$ cat config.mk
export PLATFORM = sky130hd
export DESIGN_NAME = iqr_fence
export DESIGN_NICKNAME = d
export VERILOG_FILES = /design/src/sv/iqr_pkg.sv /design/src/sv/iqr_fence.sv
export SDC_FILE = /design/constraint.sdc
export NUM_CORES = 1
export LEC_CHECK = 0
export BUFFER_PORTS_ARGS = -buffer_cell sky130_fd_sc_hd__buf_4
export CAP_MARGIN = 15
export CORE_MARGIN = 3
export CORE_UTILIZATION = 40
export CTS_CLUSTER_DIAMETER = 50
export DETAILED_ROUTE_END_ITERATION = 7
export GPL_ROUTABILITY_DRIVEN = 0
export SYNTH_ARGS = -nofsm -noshare
export SYNTH_HDL_FRONTEND = slang
export SYNTH_SLANG_ARGS = --single-unit
$ cat constraint.sdc
create_clock -name i_clk -period 9.1 [get_ports i_clk]
set_clock_uncertainty 0.05 [all_clocks]
set_input_delay 1.82 -clock i_clk [delete_from_list [all_inputs] [get_ports i_clk]]
set_output_delay 1.82 -clock i_clk [all_outputs]
set_load 0.01 [all_outputs]
$ cat src/sv/iqr_pkg.sv
// Package for the IQR outlier test: sizes, mode codes, beat and control types.
package iqr_pkg;

    localparam int WINDOW_DEPTH = 64;
    localparam int SAMPLE_BITS  = 16;
    localparam int MULT_BITS    = 12;
    localparam int FRAC_BITS    = 8;
    localparam int CNT_BITS     = $clog2(WINDOW_DEPTH + 1);
    localparam int IDX_BITS     = $clog2(WINDOW_DEPTH);
    localparam int SPREAD_BITS  = SAMPLE_BITS + MULT_BITS;
    localparam int FENCE_BITS   = SAMPLE_BITS + MULT_BITS + 2;

    localparam logic [MULT_BITS-1:0] MULT_RESET = MULT_BITS'(384);

    // Input mode codes; the fourth code is ignored
    localparam logic [1:0] MODE_START  = 2'd0;
    localparam logic [1:0] MODE_APPEND = 2'd1;
    localparam logic [1:0] MODE_TEST   = 2'd2;

    typedef logic signed [SAMPLE_BITS-1:0] t_sample;

    typedef struct packed {
        logic [1:0] mode;
        t_sample    value;
    } t_in_item;

    typedef struct packed {
        logic    is_outlier;
        logic    window_empty;
        logic    window_overflowed;
        t_sample lower_quartile;
        t_sample upper_quartile;
    } t_out_item;

    // Broadcast from the controller to every cell
    typedef struct packed {
        logic                ins_en;
        t_sample             sample;
        logic [CNT_BITS-1:0] count;
        logic [IDX_BITS-1:0] i1;
        logic [IDX_BITS-1:0] i3;
    } t_cell_ctl;

endpackage

$ cat src/sv/iqr_fence.sv
// Fence unit: registered spread multiply, then exact fence compare.
module iqr_fence (
    input  logic                           i_clk,
    input  logic                           i_load,
    input  iqr_pkg::t_sample               i_q1,
    input  iqr_pkg::t_sample               i_q3,
    input  logic [iqr_pkg::MULT_BITS-1:0]  i_mult,
    input  iqr_pkg::t_sample               i_value,
    output logic                           o_is_outlier,
    output iqr_pkg::t_sample               o_q1,
    output iqr_pkg::t_sample               o_q3
);
    import iqr_pkg::*;

    t_sample                 r_q1;
    t_sample                 r_q3;
    t_sample                 r_value;
    logic [SPREAD_BITS-1:0]  r_spread;

    logic signed [SAMPLE_BITS:0]  iqr_w;
    logic [SAMPLE_BITS-1:0]       iqr_u;
    logic signed [FENCE_BITS-1:0] q1_sc;
    logic signed [FENCE_BITS-1:0] q3_sc;
    logic signed [FENCE_BITS-1:0] v_sc;
    logic signed [FENCE_BITS-1:0] spread_x;
    logic signed [FENCE_BITS-1:0] fence_lo;
    logic signed [FENCE_BITS-1:0] fence_hi;

    // Q3 >= Q1 in a sorted window, so the range is non-negative
    assign iqr_w = (SAMPLE_BITS + 1)'(i_q3) - (SAMPLE_BITS + 1)'(i_q1);
    assign iqr_u = iqr_w[SAMPLE_BITS-1:0];

    // Stage 1: latch quartiles and value, multiply range by the Q4.8 factor
    always_ff @(posedge i_clk) begin
        if (i_load) begin
            r_q1     <= i_q1;
            r_q3     <= i_q3;
            r_value  <= i_value;
            r_spread <= SPREAD_BITS'(i_mult) * SPREAD_BITS'(iqr_u);
        end
    end

    // Stage 2: compare in Q.8 against both fences
    assign q1_sc    = FENCE_BITS'(r_q1) <<< FRAC_BITS;
    assign q3_sc    = FENCE_BITS'(r_q3) <<< FRAC_BITS;
    assign v_sc     = FENCE_BITS'(r_value) <<< FRAC_BITS;
    assign spread_x = $signed({2'b00, r_spread});
    assign fence_lo = q1_sc - spread_x;
    assign fence_hi = q3_sc + spread_x;

    assign o_is_outlier = (v_sc < fence_lo) || (v_sc > fence_hi);
    assign o_q1         = r_q1;
    assign o_q3         = r_q3;

endmodule

After elaboration in Yosys (flattened, before gate mapping)
Cells that the tools add are included.
{"block": "totals", "elab_cells": 11, "ff_bits": 76, "inputBits": 62, "out_inout_bits": 33}
{"block": "op_classes", "reduce_logical": 1, "mul": 1, "order_cmp": 2, "add_sub_neg": 3}
{"operator": "$add 24x29->30", "count": 1}
{"operator": "$gt 24x30->1", "count": 1}
{"operator": "$lt 24x30->1", "count": 1}
{"operator": "$sub 24x29->30", "count": 1}
{"operator": "$mul 12x16->28", "count": 1}
{"operator": "$sub 16x16->16", "count": 1}
{"operator": "$logic_or 1x1->1", "count": 1}

Longest topological paths before layout
Gate-level depths: netlist of run 1.
{"block": "logic_depth", "ltp_word": 3, "depth_mapped": 30, "depth_no_buf": 29}

Worst setup path before layout of run 1
Ideal clock, no wire load.
{"block": "synth_timing", "path_type": "in2reg", "startpoint": "input port i_q3[0]", "endpoint": "register r_spread[25] (data pin)", "n_path_buf": 1, "setup_ps": 262, "stages": 29, "required_time_ps": 8788, "t_arrival_ps": 8543, "setup_slack_ps": 245, "path_cell_list": "inv_1 -> ha_1 -> inv_1 -> fa_1 -> a21o_1 -> a21oi_1 -> o21bai_1 -> a2111oi_2 -> nor2_1 -> xnor2_1 -> clkbuf_1 -> nand2_1 -> fa_1 -> fa_1 -> inv_1 -> fa_1 -> fa_1 -> inv_1 -> fa_1 -> inv_1 -> ha_1 -> a21o_1 -> a21o_1 -> a221o_1 -> nor4_2 -> nor3_1 -> a211oi_1 -> o21bai_1 -> xor2_1"}
{"block": "synth_via", "elab_chain_cells": 2}
{"item": "from (decl)", "line_no": "iqr_fence.sv:6", "source": "input iqr_pkg::t_sample i_q3,"}
{"item": "$sub 16x16->16", "line_no": "iqr_fence.sv:30", "source": "assign iqr_w = (SAMPLE_BITS + 1)'(i_q3) - (SAMPLE_BITS + 1)'(i_q1);"}
{"item": "$mul 12x16->28", "line_no": "iqr_fence.sv:39", "source": "r_spread <= SPREAD_BITS'(i_mult) * SPREAD_BITS'(iqr_u);"}
{"item": "to (signal assigned)", "line_no": "iqr_fence.sv:39"}
{"item": "to (decl)", "line_no": "iqr_fence.sv:18", "source": "logic [SPREAD_BITS-1:0] r_spread;"}
No other way between the ends.
A chain may end at the register's enable or synchronous reset.

Worst setup path after layout of run 1
Same ends and word-level chain as after synthesis.

==> reports/results.ini, run 1 <==
[synthesis]
yosysTopAreaCell = fa_1
yosysWarnings = 0
post-synth-top-area-fraction_pct = 23.7
seq_area_frac_synth_pct = 19.0
synth_seq_cells = 76
synth_cell_types = 62
synthCells = 1272
yosysMostFrequentCell = inv_1
synthTopCellsByArea = fa_1 24%, edfxtp_1 19%, ha_1 17%
synth_flop_cell = edfxtp_1
synth_enable_flop_cells = 76
synth_nets = 1643
synthTopCellsByCount = 230 x inv_1, 167 x ha_1, 142 x fa_1, 136 x nand2_1, 76 x edfxtp_1
netlist_area_mm2 = 0.0120
syn_avg_cell_area_um2 = 9.44
synthArstFlopShare_pct = 0

[drt]
drc = 0
num_vias = 8979
vias_per_cell = 5.07
firstDrtPassIters = 4
routedWlPerCell_um = 16.2
routed_wl_um = 28700
drt_iter0_markers = 450
drtAntennaViolNets = 0

[worst_setup_path]
max_stage_delay_ns = 0.55
slowest_stage = fa_1
cp_max_fo = 4
startpoint_type = input port
critPathTopFamily = adder cells
path_common_cell = fa_1
cp.required_ns = 9.14
critPathKind = in -> reg
setup.worst_path.end_class = flop
crit_buf_inv = 8
crit_arrival_ns = 8.72

[timing]
finalCriticalPeriod_ns = 8.68
setup_ws_ns = 0.418
setup_violations = 0
worst_pin_slew_ns = 0.984
fmax_mhz = 115
hold_slack_ns = 1.60
finalHoldViolCount = 0
rsz0062_at_grt = false
max_slew_margin_pct = 32.7
period_share_pct = 95.4
timing.final.max_slew_violations = 0
tns_ns = 0

[die]
core_mm2 = 0.0292
pin_count = 95
rows = 62
initial_utilization_pct = 41.2
die_w_um = 179
die_h_um = 179
fp.dieArea_mm2 = 0.0322

[grt]
grt_max_degree = 77
grt_pass1_vias = 9235
grt_pass1_wl_um = 47100
gr-total-overflow = 0
grt_usage_pct = 18.4
antenna_found_initial = 0

[clock_network]
postCtsHoldBufs = 0
cts_max_level = 3
root_buffer = clkbuf_16
cts_buffers = 9
cts_sinks = 76
cts_tree = done
clk_pin_slew_ns = 0.07
ctsLongestPathBuffers = 2
cts_resized = 0
post_cts_buffers = 0

[placed_design]
dpl.cell_count = 1754
io_buffers = 94
dp_slack_ns = -0.113
hpwl_um = 24000

[finish]
layout.nets = 1752
fin_cells = 1770
syn_to_final_growth_pct = 13.7
num_antenna_cells = 0
drive_gt1_share_pct = 11.8

[worst_hold_path]
hp-class = in -> reg
min_path_cells = 1
min_to = r_value[14]
hp-start = i_value[14]

[run]
maxCapViolCount = 0

[status]
outcome = finished, final reports clean

flip-flops by register name, summed over array words and instances (netlist names):
name and flops:
o_q1 16, o_q3 16, r_spread 28, r_value 16
metrics by stage:
| stage | utilization, % | area (um^2) |
|---|---|---|
| 2_1_floorplan | - | 12000 |
| 3_3_place_gp | 45.8 | 13400 |
| 3_5_place_dp | 45.8 | 13400 |
| 4_1_cts | 46.7 | 13600 |
| 5_1_grt | 46.8 | 13700 |
| 6_report | 46.8 | 13700 |
cells by family (layout without fill, tap and decap cells):
kind of cell               Yosys count  count (layout)  share of synthesized area [%]
AOI/OAI and AO/OA                  202             202                           11.5
and+or+nand+nor                    353             353                           14.9
buffers and inverters              260             374                           8.16
xor gates and xnor gates            68              68                           4.96
muxes                                4               4                          0.375
adders and majority gates          309             309                           41.1
DFF                                 76              76                           19.0
layout make-up:
type	instances	area [um^2]
clock buffers	9	225
multi-input cells	936	8770
well taps	384	480
inverters	230	863
clock inverters	7	56.3
repair buffers	128	973
fillers	2833	15500
flip-flops and latches	76	2280
how the worst max path moves through the flow:
stage                        from      endpoint  cells past startpoint
final                     i_q3[0]  r_spread[25]                     31
after global routing      i_q3[0]  r_spread[26]                     27
after floorplan           i_q3[0]  r_spread[25]                     29
after CTS                 i_q3[0]  r_spread[25]                     30
after detailed placement  i_q3[0]  r_spread[25]                     30
after global placement    i_q3[0]  r_spread[25]                     30
layout by cell type (no fill, tap or decap), types with 40 or more instances in the layout:
master    instances
inv_1           230
ha_1            167
fa_1            142
nand2_1         136
buf_4           127
edfxtp_1         76
and2_1           74
a21oi_1          56
xnor2_1          41
nor2_1           40
layer usage:
layer,global-route usage [%],wire length (um),vias up
met5,0,0,-
met4,3.64,412,0
met3,1.91,1240,24
met2,30.7,13400,197
met1,26.1,13700,4324
li1,-,-,4434
Power of run 1 is left out: the tool's default activity adds up to more than one toggle a clock period on the data nets, which glitch-free logic cannot reach.
==> inputs of run 2 (changes only) <==
- CORE_MARGIN: 3 -> unset
==> run 2 against run 1 <==
  * Design area shrank 0.20%
  * Sequential cell count is the same
  * Global-route usage grew 0.93 points
  * Utilization shrank 0.71 points
  * Sequential share of layout area is essentially flat
==> reports/results.ini, run 2 (synthesized netlist as in run 1, its figures left out) <==
[clock_network]
ctsLongestPathBuffers = 2
clk_pin_slew_ns = 0.07
cts_sinks = 76
cts_buffers = 9
cts_max_level = 3
cts_tree = done
post_cts_buffers = 0
root_buffer = clkbuf_16

[worst_setup_path]
critPathKind = in -> reg
setup.worst_path.end_class = flop
startpoint_type = input port
max_stage_delay_ns = 0.54
slowest_stage = fa_1
crit_buf_inv = 7
path_common_cell = fa_1
crit_arrival_ns = 8.75
cp.required_ns = 9.14
cp_max_fo = 4
critPathTopFamily = adder cells

[timing]
finalHoldViolCount = 0
rsz0062_at_grt = false
max_slew_margin_pct = 35.0
finalCriticalPeriod_ns = 8.71
period_share_pct = 95.7
timing.final.max_slew_violations = 0
setup_violations = 0
fmax_mhz = 115
worst_pin_slew_ns = 0.968

[finish]
largest_reg_flops = 28
regMostFlops = r_spread
drive_gt1_share_pct = 11.5
num_antenna_cells = 0
syn_to_final_growth_pct = 13.4
layout.nets = 1747
fill_cells = 2845
final_cell_mix = 230 x inv_1, 167 x ha_1, 142 x fa_1
final_cell_area_mm2 = 0.0136
final_common_cell = inv_1

[placed_design]
hpwl_um = 24000
io_buffers = 94
placed_area_mm2 = 0.0133

[worst_hold_path]
hp-class = in -> reg

[drt]
drc = 0
drt_iter0_markers = 504
drtAntennaViolNets = 0
vias_per_cell = 5.09
num_vias = 9017
routed_wl_um = 28900
firstDrtPassIters = 5
routedWlPerCell_um = 16.3

[die]
initial_utilization_pct = 40.6
die_h_um = 175
rows = 63
core_mm2 = 0.0296
fp.dieArea_mm2 = 0.0307
die_w_um = 175
pin_count = 95

[run]
maxCapViolCount = 0

[grt]
grt_max_degree = 77
grt_pass1_vias = 9165
gr-total-overflow = 0
antenna_found_initial = 0
grt_usage_pct = 19.3
grt_pass1_wl_um = 47000

[status]
outcome = finished, final reports clean

[run 2: cell count changes in the layout (fill, tap and decap cells not counted), sizes merged]
cell  change
buf       -5
[run 2: routing by layer]
metal | global-route usage [%] | wire, um | vias to the layer above
li1 | - | - | 4427
met1 | 26.8 | 13900 | 4400
met2 | 32.7 | 13700 | 165
met3 | 1.43 | 799 | 25
met4 | 4.53 | 548 | 0
met5 | 0 | 0 | -
[run 2: layout make-up]
cell class / count / area, um^2 / share of cell area, %
Timing Repair Buffer: 123 / 936 / 6.87
Tap cell: 390 / 488 / 3.58
Clock inverter: 7 / 58.8 / 0.432
Inverter: 230 / 863 / 6.33
Multi-Input combinational cell: 936 / 8770 / 64.4
Sequential cell: 76 / 2280 / 16.7
Clock buffer: 9 / 225 / 1.65
[run 2: worst paths after layout]
kind / from / end / cells after the start
max: i_q3[0] / r_spread[25] / 30
min: i_value[3] / r_value[3] / 1
[run 2: repair_timing]
action | 4_1_cts | 5_1_grt
gates resized for setup | 0 | 3
hold buffers | 0 | 0
endpoints found under the setup margin | 0 | 8
[run 2: per-stage QoR]
stage               setup slack [ns]  utilization (%)  instances  setup TNS (ns)  hold WS [ns]
finish                         0.387             46.1       1771               0          1.60
global route                  0.0364             46.1       1771               0          1.60
CTS                            0.182             46.0       1771               0          1.59
detailed placement            -0.188             45.1       1755          -0.669          1.95
global placement             -0.0408             45.1       1755         -0.0480          1.95
floorplan                      0.245                -       1272               0          1.87
Power of run 2 is left out for the same reason.
==> inputs of run 3 (changes only) <==
- RECOVER_POWER: unset -> 100
==> run 3 against run 2 <==
  * The run now ends with max-capacitance violations, max-slew violations left
  * Worst hold slack improved by 0.021 ns
  * Wire length is 0.19% lower
  * Utilization down 0.85 points
==> reports/results.ini, run 3 (synthesized netlist as in run 1, its figures left out) <==
[status]
outcome = complete, but fails checks
violations = max-capacitance violations, max-slew violations

[timing]
period_share_pct = 95.8
finalCriticalPeriod_ns = 8.71
setup_violations = 0
timing.final.max_slew_violations = 77
fmax_mhz = 115
max_slew_margin_pct = -173
rsz0062_at_grt = false
worst_pin_slew_ns = 4.09
finalHoldViolCount = 0

[die]
die_h_um = 175
pin_count = 95
die_w_um = 175
rows = 63
fp.dieArea_mm2 = 0.0307
initial_utilization_pct = 40.6
core_mm2 = 0.0296

[worst_hold_path]
hp-class = in -> reg

[drt]
drc = 0
routed_wl_um = 28800
drtAntennaViolNets = 0
drt_iter0_markers = 465
firstDrtPassIters = 5
vias_per_cell = 5.09
num_vias = 9011
routedWlPerCell_um = 16.3

[grt]
grt_pass1_vias = 9165
grt_max_degree = 77
grt_pass1_wl_um = 47000
grt_usage_pct = 19.3
gr-total-overflow = 0
antenna_found_initial = 0

[clock_network]
post_cts_buffers = 0
cts_max_level = 3
cts_tree = done
cts_sinks = 76
root_buffer = clkbuf_16
clk_pin_slew_ns = 0.07
cts_buffers = 9
ctsLongestPathBuffers = 2

[worst_setup_path]
critPathKind = in -> reg
crit_buf_inv = 7
cp.required_ns = 9.14
cp_max_fo = 4
startpoint_type = input port
crit_arrival_ns = 8.76
critPathTopFamily = adder cells
max_stage_delay_ns = 0.54
setup.worst_path.end_class = flop
slowest_stage = fa_1
path_common_cell = fa_1

[placed_design]
io_buffers = 94
hpwl_um = 24000

[run]
maxCapViolCount = 1

[finish]
finish.utilization_pct = 45.3
layout.nets = 1747
drive_gt1_share_pct = 6.66
largest_reg_flops = 28
regMostFlops = r_spread
num_antenna_cells = 0
final_cell_mix = 230 x inv_1, 167 x ha_1, 142 x fa_1
final_common_cell = inv_1
syn_to_final_growth_pct = 11.3

run 3: per-layer routing:
metal	up-vias	routed length (um)	GRT usage, %
met1	4378	13900	26.8
met2	184	13600	32.7
met5	-	0	0
met3	25	818	1.43
met4	0	550	4.53
li1	4424	-	-
run 3: path summary, 6_finish.rpt:
check | start | endpoint | slack (ns) | depth (start not counted)
hold / removal | i_value[3] | r_value[3] | 1.63 | 1
setup / recovery | i_q3[0] | r_spread[25] | 0.39 | 30
run 3: through the flow:
stage / setup slack, ns / setup TNS [ns] / instances / cell area [um^2] / hold slack, ns
floorplan: 0.245 / 0 / 1272 / 12000 / 1.87
global placement: -0.0408 / -0.0480 / 1755 / 13300 / 1.95
detailed placement: -0.188 / -0.669 / 1755 / 13300 / 1.95
CTS: 0.182 / 0 / 1771 / 13600 / 1.59
global route: 0.0325 / 0 / 1771 / 13400 / 1.62
finish: 0.386 / 0 / 1771 / 13400 / 1.63
run 3: cell type report:
cell class | count | area (um^2)
clock buffer | 9 | 225
timing repair buffer | 123 | 684
clock inverter | 7 | 58.8
inverter | 230 | 863
fill | 2918 | 16200
sequential | 76 | 2280
tap | 390 | 488
multi-input combinational | 936 | 8770
run 3: repair_timing:
action	CTS	global route
setup endpoints to repair	0	8
hold buffers	0	0
resized for setup	0	3
Power of run 3 is left out for the same reason.
